### src/mftc_pkg.sv
// Shared types and constants for the MIDI filter, transpose and clock unit.
`default_nettype none

package mftc_pkg;

	localparam int MACROS_DEFAULT = 8;
	localparam int MACROS_MAX     = 8;

	localparam int CFG_INDEX_W = 3;
	localparam int CFG_DATA_W  = 56;
	localparam int PHASE_W     = 26;

	localparam logic [23:0] PERIOD_RESET = 24'd235200;
	localparam logic [55:0] CC_MAP_RESET = 56'd15314863436171924;
	localparam logic [PHASE_W-1:0] ONE_SAMPLE = 26'd256;

	localparam logic [7:0] ST_CLOCK = 8'hF8;
	localparam logic [7:0] ST_START = 8'hFA;
	localparam logic [7:0] ST_STOP  = 8'hFC;
	localparam logic [7:0] ST_CHAN_LO = 8'h80;
	localparam logic [7:0] ST_CHAN_HI = 8'hEF;

	localparam logic [3:0] KIND_NOTE_OFF = 4'h8;
	localparam logic [3:0] KIND_NOTE_ON  = 4'h9;
	localparam logic [3:0] KIND_CC       = 4'hB;

	typedef enum logic [1:0] {
		FUNC_MSG       = 2'd0,
		FUNC_TICK      = 2'd1,
		FUNC_TRANSPORT = 2'd2,
		FUNC_QUERY     = 2'd3
	} func_t;

	typedef enum logic [CFG_INDEX_W-1:0] {
		CFG_CHANNEL_FILTER   = 3'd0,
		CFG_TRANSPOSE_AMOUNT = 3'd1,
		CFG_CLOCK_IN_ENABLE  = 3'd2,
		CFG_CLOCK_OUT_ENABLE = 3'd3,
		CFG_CLOCK_PERIOD     = 3'd4,
		CFG_MACRO_CC_MAP     = 3'd5
	} cfg_index_t;

	typedef struct packed {
		func_t      func;
		logic [7:0] status_byte;
		logic [6:0] data_one;
		logic [6:0] data_two;
		logic       playing;
	} in_t;

	typedef struct packed {
		logic        out_valid;
		logic [7:0]  out_status;
		logic [6:0]  out_data_one;
		logic [6:0]  out_data_two;
		logic [7:0]  macro_hit_mask;
		logic [6:0]  macro_value;
		logic [31:0] ext_clock_count;
	} out_t;

	typedef struct packed {
		logic [4:0]        channel_filter;
		logic signed [5:0] transpose_amount;
		logic              clock_in_enable;
		logic              clock_out_enable;
		logic [23:0]       clock_period;
		logic [55:0]       macro_cc_map;
	} cfg_t;

endpackage

`default_nettype wire

### src/midi_filter_transpose_clock_unit.sv
// Each result word is written into the two-entry result buffer when its input word is accepted.
// Throughput: one word per cycle; processing is a single combinational pass that
// updates state at acceptance, followed by a two-entry result buffer.
// Input stalls only while both buffer entries hold results not yet taken.
// Reset (arst_n low, asynchronous): registers return to defaults, transport
// stopped, phase, clock count and macro slots cleared, result buffer empty.
`default_nettype none

module midi_filter_transpose_clock_unit #(
	parameter int NUM_MACROS = mftc_pkg::MACROS_DEFAULT
) (
	input  wire logic                             clk,
	input  wire logic                             arst_n,
	input  wire logic                             cfg_we,
	input  wire logic [mftc_pkg::CFG_INDEX_W-1:0] cfg_index,
	input  wire logic [mftc_pkg::CFG_DATA_W-1:0]  cfg_wdata,
	input  wire logic                             in_valid,
	output logic                                  in_ready,
	input  wire mftc_pkg::in_t                    in_item,
	output logic                                  res_valid,
	input  wire logic                             res_ready,
	output mftc_pkg::out_t                        res_item
);
	import mftc_pkg::*;

	cfg_t cfg;
	out_t result;
	logic accept;

	assign accept = in_valid && in_ready;

	mftc_cfg u_cfg (
		.clk       (clk),
		.arst_n    (arst_n),
		.cfg_we    (cfg_we),
		.cfg_index (cfg_index),
		.cfg_wdata (cfg_wdata),
		.cfg       (cfg)
	);

	mftc_proc #(
		.NUM_MACROS (NUM_MACROS)
	) u_proc (
		.clk    (clk),
		.arst_n (arst_n),
		.accept (accept),
		.item   (in_item),
		.cfg    (cfg),
		.result (result)
	);

	mftc_outbuf u_outbuf (
		.clk       (clk),
		.arst_n    (arst_n),
		.push      (accept),
		.push_word (result),
		.can_push  (in_ready),
		.res_valid (res_valid),
		.res_ready (res_ready),
		.res_item  (res_item)
	);

endmodule

`default_nettype wire

### src/mftc_cfg.sv
// Configuration register file written through the plain write port.
`default_nettype none

module mftc_cfg (
	input  wire logic                            clk,
	input  wire logic                            arst_n,
	input  wire logic                            cfg_we,
	input  wire logic [mftc_pkg::CFG_INDEX_W-1:0] cfg_index,
	input  wire logic [mftc_pkg::CFG_DATA_W-1:0]  cfg_wdata,
	output mftc_pkg::cfg_t                       cfg
);
	import mftc_pkg::*;

	cfg_t cfg_q;

	always_ff @(posedge clk or negedge arst_n) begin
		if (!arst_n) begin
			cfg_q.channel_filter   <= '0;
			cfg_q.transpose_amount <= '0;
			cfg_q.clock_in_enable  <= 1'b0;
			cfg_q.clock_out_enable <= 1'b0;
			cfg_q.clock_period     <= PERIOD_RESET;
			cfg_q.macro_cc_map     <= CC_MAP_RESET;
		end else if (cfg_we) begin
			unique case (cfg_index)
				CFG_CHANNEL_FILTER:   cfg_q.channel_filter   <= cfg_wdata[4:0];
				CFG_TRANSPOSE_AMOUNT: cfg_q.transpose_amount <= $signed(cfg_wdata[5:0]);
				CFG_CLOCK_IN_ENABLE:  cfg_q.clock_in_enable  <= cfg_wdata[0];
				CFG_CLOCK_OUT_ENABLE: cfg_q.clock_out_enable <= cfg_wdata[0];
				CFG_CLOCK_PERIOD:     cfg_q.clock_period     <= cfg_wdata[23:0];
				CFG_MACRO_CC_MAP:     cfg_q.macro_cc_map     <= cfg_wdata[55:0];
				default: begin
					// writes past the last register are ignored
				end
			endcase
		end
	end

	assign cfg = cfg_q;

endmodule

`default_nettype wire

### src/mftc_proc.sv
// Per-word processing: filter, transpose, macro capture, clock counting and generation.
`default_nettype none

module mftc_proc #(
	parameter int NUM_MACROS = mftc_pkg::MACROS_DEFAULT
) (
	input  wire logic            clk,
	input  wire logic            arst_n,
	input  wire logic            accept,
	input  wire mftc_pkg::in_t   item,
	input  wire mftc_pkg::cfg_t  cfg,
	output mftc_pkg::out_t       result
);
	import mftc_pkg::*;

	logic               running_q;
	logic [PHASE_W-1:0] phase_q;
	logic [31:0]        clocks_q;
	logic [6:0]         macro_q [NUM_MACROS];

	logic               chan_msg;
	logic [4:0]         chan_num;
	logic               drop;
	logic [3:0]         kind;
	logic               note_on;
	logic               note_off;
	logic signed [8:0]  note_sum;
	logic [6:0]         note_clamped;
	logic               is_cc;
	logic [7:0]         hit_mask;
	logic [6:0]         query_value;
	logic               count_clock;
	logic               tick_active;
	logic               tick_fire;
	logic [PHASE_W-1:0] phase_pre;
	logic [PHASE_W-1:0] phase_tick;

	logic               running_d;
	logic [PHASE_W-1:0] phase_d;
	logic [31:0]        clocks_d;
	logic               capture;

	always_comb begin
		chan_msg = (item.status_byte >= ST_CHAN_LO) && (item.status_byte <= ST_CHAN_HI);
		chan_num = {1'b0, item.status_byte[3:0]} + 5'd1;
		drop     = (cfg.channel_filter != 5'd0) && chan_msg && (chan_num != cfg.channel_filter);
		kind     = item.status_byte[7:4];
		note_on  = chan_msg && (kind == KIND_NOTE_ON) && (item.data_two != 7'd0);
		note_off = chan_msg && ((kind == KIND_NOTE_OFF) ||
			((kind == KIND_NOTE_ON) && (item.data_two == 7'd0)));
		is_cc    = chan_msg && (kind == KIND_CC);

		note_sum = $signed({2'b00, item.data_one}) +
			$signed({{3{cfg.transpose_amount[5]}}, cfg.transpose_amount});
		// clamp to 0..127
		if (note_sum[8]) begin
			note_clamped = 7'd0;
		end else if (note_sum[7]) begin
			note_clamped = 7'd127;
		end else begin
			note_clamped = note_sum[6:0];
		end

		count_clock = cfg.clock_in_enable && (item.status_byte == ST_CLOCK);

		tick_active = cfg.clock_out_enable && running_q;
		tick_fire   = phase_q < ONE_SAMPLE;
		phase_pre   = tick_fire ? phase_q + PHASE_W'(cfg.clock_period) : phase_q;
		// floor at zero when the phase plus the period is below one sample
		phase_tick  = (phase_pre >= ONE_SAMPLE) ? phase_pre - ONE_SAMPLE : '0;
	end

	always_comb begin
		hit_mask    = '0;
		query_value = '0;
		for (int i = 0; i < NUM_MACROS; i++) begin
			if (cfg.macro_cc_map[7*i +: 7] == item.data_one) begin
				hit_mask[i] = 1'b1;
			end
			if (item.data_one[2:0] == 3'(i)) begin
				query_value = macro_q[i];
			end
		end
	end

	always_comb begin
		running_d = running_q;
		phase_d   = phase_q;
		clocks_d  = clocks_q;
		capture   = 1'b0;
		result    = '0;
		unique case (item.func)
			FUNC_MSG: begin
				if (count_clock) begin
					clocks_d = clocks_q + 32'd1;
				end
				if (!drop) begin
					result.out_valid    = 1'b1;
					result.out_status   = item.status_byte;
					result.out_data_one = item.data_one;
					result.out_data_two = item.data_two;
					if ((cfg.transpose_amount != 6'sd0) && (note_on || note_off)) begin
						result.out_data_one = note_clamped;
						result.out_status   = {note_on ? KIND_NOTE_ON : KIND_NOTE_OFF,
							item.status_byte[3:0]};
					end
					if (is_cc) begin
						capture               = 1'b1;
						result.macro_hit_mask = hit_mask;
					end
				end
			end
			FUNC_TICK: begin
				if (tick_active) begin
					phase_d = phase_tick;
					if (tick_fire) begin
						result.out_valid  = 1'b1;
						result.out_status = ST_CLOCK;
					end
				end
			end
			FUNC_TRANSPORT: begin
				if (item.playing != running_q) begin
					running_d         = item.playing;
					phase_d           = '0;
					result.out_valid  = 1'b1;
					result.out_status = item.playing ? ST_START : ST_STOP;
				end
			end
			FUNC_QUERY: begin
				result.macro_value = query_value;
			end
		endcase
		result.ext_clock_count = clocks_d;
	end

	always_ff @(posedge clk or negedge arst_n) begin
		if (!arst_n) begin
			running_q <= 1'b0;
			phase_q   <= '0;
			clocks_q  <= '0;
		end else if (accept) begin
			running_q <= running_d;
			phase_q   <= phase_d;
			clocks_q  <= clocks_d;
		end
	end

	for (genvar g = 0; g < NUM_MACROS; g++) begin : g_slot
		always_ff @(posedge clk or negedge arst_n) begin
			if (!arst_n) begin
				macro_q[g] <= '0;
			end else if (accept && capture && hit_mask[g]) begin
				macro_q[g] <= item.data_two;
			end
		end
	end

endmodule

`default_nettype wire

### src/mftc_outbuf.sv
// Two-entry result buffer between the processing logic and the output channel.
`default_nettype none

module mftc_outbuf (
	input  wire logic           clk,
	input  wire logic           arst_n,
	input  wire logic           push,
	input  wire mftc_pkg::out_t push_word,
	output logic                can_push,
	output logic                res_valid,
	input  wire logic           res_ready,
	output mftc_pkg::out_t      res_item
);
	import mftc_pkg::*;

	out_t       ent_q [2];
	logic       wr_ptr_q;
	logic       rd_ptr_q;
	logic [1:0] count_q;
	logic       pop;

	assign can_push  = count_q != 2'd2;
	assign res_valid = count_q != 2'd0;
	assign res_item  = ent_q[rd_ptr_q];
	assign pop       = res_valid && res_ready;

	always_ff @(posedge clk) begin
		if (push) begin
			ent_q[wr_ptr_q] <= push_word;
		end
	end

	always_ff @(posedge clk or negedge arst_n) begin
		if (!arst_n) begin
			wr_ptr_q <= 1'b0;
			rd_ptr_q <= 1'b0;
			count_q  <= 2'd0;
		end else begin
			if (push) begin
				wr_ptr_q <= ~wr_ptr_q;
			end
			if (pop) begin
				rd_ptr_q <= ~rd_ptr_q;
			end
			unique case ({push, pop})
				2'b10:   count_q <= count_q + 2'd1;
				2'b01:   count_q <= count_q - 2'd1;
				default: count_q <= count_q;
			endcase
		end
	end

endmodule

`default_nettype wire

### config.mk
export PLATFORM = sky130hd
export DESIGN_NAME = midi_filter_transpose_clock_unit
export DESIGN_NICKNAME = d
export VERILOG_FILES = /design/src/mftc_pkg.sv /design/src/midi_filter_transpose_clock_unit.sv /design/src/mftc_cfg.sv /design/src/mftc_proc.sv /design/src/mftc_outbuf.sv
export SDC_FILE = /design/constraint.sdc
export NUM_CORES = 1
export LEC_CHECK = 0
export BUFFER_PORTS_ARGS = -buffer_cell sky130_fd_sc_hd__buf_2
export CAP_MARGIN = 5
export CORE_UTILIZATION = 65
export DETAILED_ROUTE_END_ITERATION = 6
export PLACE_DENSITY = 0.95
export SYNTH_ARGS = -nofsm -noshare
export SYNTH_HDL_FRONTEND = slang
export SYNTH_SLANG_ARGS = --single-unit
### constraint.sdc
create_clock -name clk -period 7.65 [get_ports clk]
set_input_delay 0.765 -clock clk [delete_from_list [all_inputs] [get_ports clk]]
set_output_delay 0.765 -clock clk [all_outputs]
set_load 0.02 [all_outputs]
==> flow_metrics.py <==
metrics = {
    "sta": {
        "rsz0062_at_grt": "no",
        "tightest_slew_ns": 1.10,
        "maxSlewHeadroom_pct": 26.2,
        "fmax_mhz": 201,
        "fin_setup_tns_ns": 0,
        "finClkSkew_ns": 0.0199,
        "setup_viol": 0,
        "final.period_utilization_pct": 64.9,
        "timing.final.max_slew_violations": 0,
        "final.min_clock_period_ns": 4.96,
        "hold_viol_final": 0,
    },
    "logic_synthesis": {
        "avgSynthCellArea_sq_um": 12.7,
        "synthArstFlopShare_pct": 60.2,
        "yosys.cell_types.count": 85,
        "postSynthCellCount": 1415,
        "synthesis.nets": 1551,
        "synth_edf_count": 140,
        "ys_ff_latch": 352,
        "synth_warnings": 0,
        "ys.flop_type": "dfrtp_1",
        "yosysSeqAreaShare_pct": 53.3,
        "netlist_area_sq_um": 17900,
    },
    "clock_network": {
        "ctsResizeCount": 0,
        "hold_buffers": 0,
        "post-cts-setup-buffers": 0,
        "clkTransAtPathRegs_ns": 0.06,
        "cts.path.max_buffers": 3,
        "insertion_delay_ns": 0.54,
        "htreeDepth": 2,
        "clock-sinks": 352,
        "cts_tree": "yes",
        "clock-root-buffer": "clkbuf_16",
        "cts_buffers": 36,
    },
    "power": {
        "power_density_nw_per_um2": 317,
        "peakVddDrop_v": 0.000198,
        "leakagePower_uw": 0.00871,
    },
    "critical_path": {
        "end_kind": "flop",
        "crit_path_start": "u_proc.phase_q[0]",
        "slowest_delay_ns": 0.53,
        "cp.depth": 18,
        "cp_cell_sequence": "ha_1 > inv_1 > fa_1 > and2b_1 > o2111ai_2 > nand4b_1 > nor3b_1 > a21o_1 > ha_1 > nor2b_1 > nand4_1 > or4_1 > o32ai_1 > nand4_1 > o31a_1 > nand4_2 > nand2_1 > o31ai_1",
        "worstPathMaxFanout": 12,
        "reg2reg_from": "u_proc.phase_q[0]",
        "cp_top_family": "simple AND/OR/NAND/NOR gates",
        "required_ns": 8.08,
        "cp_slowest_cell": "or4_1",
        "cp-start-kind": "flop",
        "cp.arrival_ns": 5.39,
        "r2r_cells": 18,
        "path_buf_inv": 1,
        "path_class": "flop to flop",
    },
    "floorplanning": {
        "start_util_pct": 66.3,
        "core-area_sq_um": 27000,
        "die_x_um": 168,
        "chipHeight_um": 168,
        "placementRows": 60,
        "dieArea_sq_um": 28200,
        "io_pins": 161,
    },
    "placement": {
        "hpwl_mm": 29.3,
        "place.gp.congestion": 0.924,
        "port_buffers": 160,
        "dp.cells": 1861,
    },
    "run_status": {
        "status": "complete, no violations",
    },
    "finish": {
        "finalNonFillerCells": 1928,
        "fillers": 1621,
        "layout-drive-gt1-share_pct": 32.8,
        "area_delta_synth_final_pct": 12.5,
        "final_cell_mix": "mux2_2, dfrtp_1, buf_2, edfxtp_1, xor2_1",
        "final_common_cell": "mux2_2",
        "fin_nets": 1694,
    },
    "route": {
        "via_per_inst": 6.45,
        "ant_nets": 0,
        "drc_errors": 0,
        "wl_per_cell_um": 22.3,
        "drt_pass1_iterations": 6,
        "vias": 12445,
        "drt_iter0_drc": 1264,
        "wirelength_mm": 43.0,
    },
    "global_routing": {
        "grtUsageTotal_pct": 30.9,
        "grt_max_degree": 83,
        "grt_antenna_before_repair": 2,
        "grt_first_pass_wirelength_mm": 67.6,
        "first_global_vias": 12704,
        "overflow": 0,
    },
    "worst_hold_path": {
        "min_path_type": "primary input to asynchronous set/reset pin",
    },
    "run": {
        "cap_violations": 0,
    },
}
==> logic make-up (layout without fill, tap and decap cells) <==
kind of cell | after synthesis | in the layout | share of synthesized area (%)
compound gates | 182 | 182 | 7.29
simple gates | 343 | 343 | 10.2
buf+inv | 94 | 265 | 2.19
mux | 243 | 243 | 16.1
flops | 352 | 352 | 53.3
xor+xnor | 154 | 154 | 7.53
other cells | 0 | 1 | 0
fa+ha+maj | 47 | 47 | 3.37
==> per-layer routing <==
layer / track usage, % / share of wire (%) / vias up
li1: - / - / 5500
met1: 39.5 / 39 / 6162
met2: 52.0 / 49 / 639
met3: 5.92 / 7.8 / 142
met4: 12.5 / 3.8 / 2
met5: 0 / 0.030 / -
==> worst reg2reg max path: stages (launching register included) <==
cell and delay [ns]:
dfrtp_1 0.38, ha_1 0.20, inv_1 0.06, fa_1 0.42, and2b_1 0.25, o2111ai_2 0.22, nand4b_1 0.20, nor3b_1 0.38
a21o_1 0.23, ha_1 0.14, nor2b_1 0.18, nand4_1 0.15, or4_1 0.53, o32ai_1 0.26, nand4_1 0.14, o31a_1 0.30
nand4_2 0.14, nand2_1 0.31, o31ai_1 0.35
==> power by group <==
part / internal (uW) / leakage (uW) / switching [uW]
sequential: 2360 / 0.00404 / 244
clock: 1010 / 0.000561 / 731
combinational: 795 / 0.00411 / 1230
total: 4170 / 0.00871 / 2210
==> sequential cells by signal, indices dropped and copies added (netlist names) <==
signal and flops:
u_outbuf.rd_ptr_q 1, u_cfg.cfg 93, u_outbuf.count_q 2, u_outbuf.wr_ptr_q 1
u_proc.clocks_q 32, u_proc.macro_q 56, u_outbuf.ent_q 140, u_proc.running_q 1
u_proc.phase_q 26
==> path summary, 6_finish.rpt <==
| kind | slack (ns) | end |
|---|---|---|
| hold reg to reg | 0.50 | u_proc.clocks_q[31] |
| max in group asynchronous | 6.05 | u_cfg.cfg[5] |
| min in group clk | 0.46 | u_cfg.cfg[40] |
| hold / removal | 0.27 | u_cfg.cfg[64] |
| setup reg to reg | 2.69 | u_proc.phase_q[8] |
| setup / recovery | 2.69 | u_proc.phase_q[8] |
==> cells in the mapped netlist, types with 5 or more instances <==
cell type	number	share of area (%)
mux2_2	219	14
dfrtp_1	180	25
edfxtp_1	140	23
xor2_1	100	4.9
nand2_1	94	2.0
nor2_1	56	1.2
xnor2_1	54	2.6
clkbuf_1	50	1.0
ha_1	45	3.1
a21oi_1	38	1.1
nand3_1	36	1.0
dfstp_2	32	4.7
o21ai_0	30	0.84
inv_1	25	0.52
nor3_1	23	0.64
nand4_1	22	0.77
nor4_1	18	0.63
and2_1	16	0.56
and3_1	16	0.56
mux4_2	14	1.8
o31ai_1	14	0.59
a21o_1	13	0.54
a31oi_1	11	0.38
nor2b_1	11	0.38
mux2i_1	10	0.56
and4_1	7	0.34
buf_2	7	0.20
o21a_1	7	0.29
buf_1	6	0.13
nand2b_1	6	0.21
or3_1	6	0.21
a211o_1	5	0.24
or4_1	5	0.21
==> final cells by class <==
| class | count | area (sq um) | share of cell area (%) |
|---|---|---|---|
| Sequential cell | 352 | 9550 | 47.4 |
| Clock inverter | 15 | 186 | 0.925 |
| Timing Repair Buffer | 174 | 915 | 4.54 |
| Multi-Input combinational cell | 969 | 7980 | 39.6 |
| Inverter | 25 | 93.8 | 0.466 |
| Clock buffer | 51 | 988 | 4.91 |
| Antenna cell | 1 | 2.50 | 0.0124 |
| Tap cell | 341 | 427 | 2.12 |
==> per-stage QoR <==
| stage | worst slack, ns | power (uW) | util, % | hold WS, ns | instance area, sq um |
|---|---|---|---|---|---|
| 3_3_place_gp | 3.17 | 4510 | 70.2 | 0.476 | 19000 |
| 2_1_floorplan | 2.72 | 4030 | - | 0.456 | 17900 |
| 3_5_place_dp | 2.85 | 4600 | 70.2 | 0.485 | 19000 |
| 4_1_cts | 2.81 | 6370 | 74.5 | 0.287 | 20100 |
| 6_report | 2.69 | 6380 | 74.5 | 0.269 | 20100 |
| 5_1_grt | 2.50 | 6650 | 74.5 | 0.309 | 20100 |
Power figures use the tool's default switching activity.
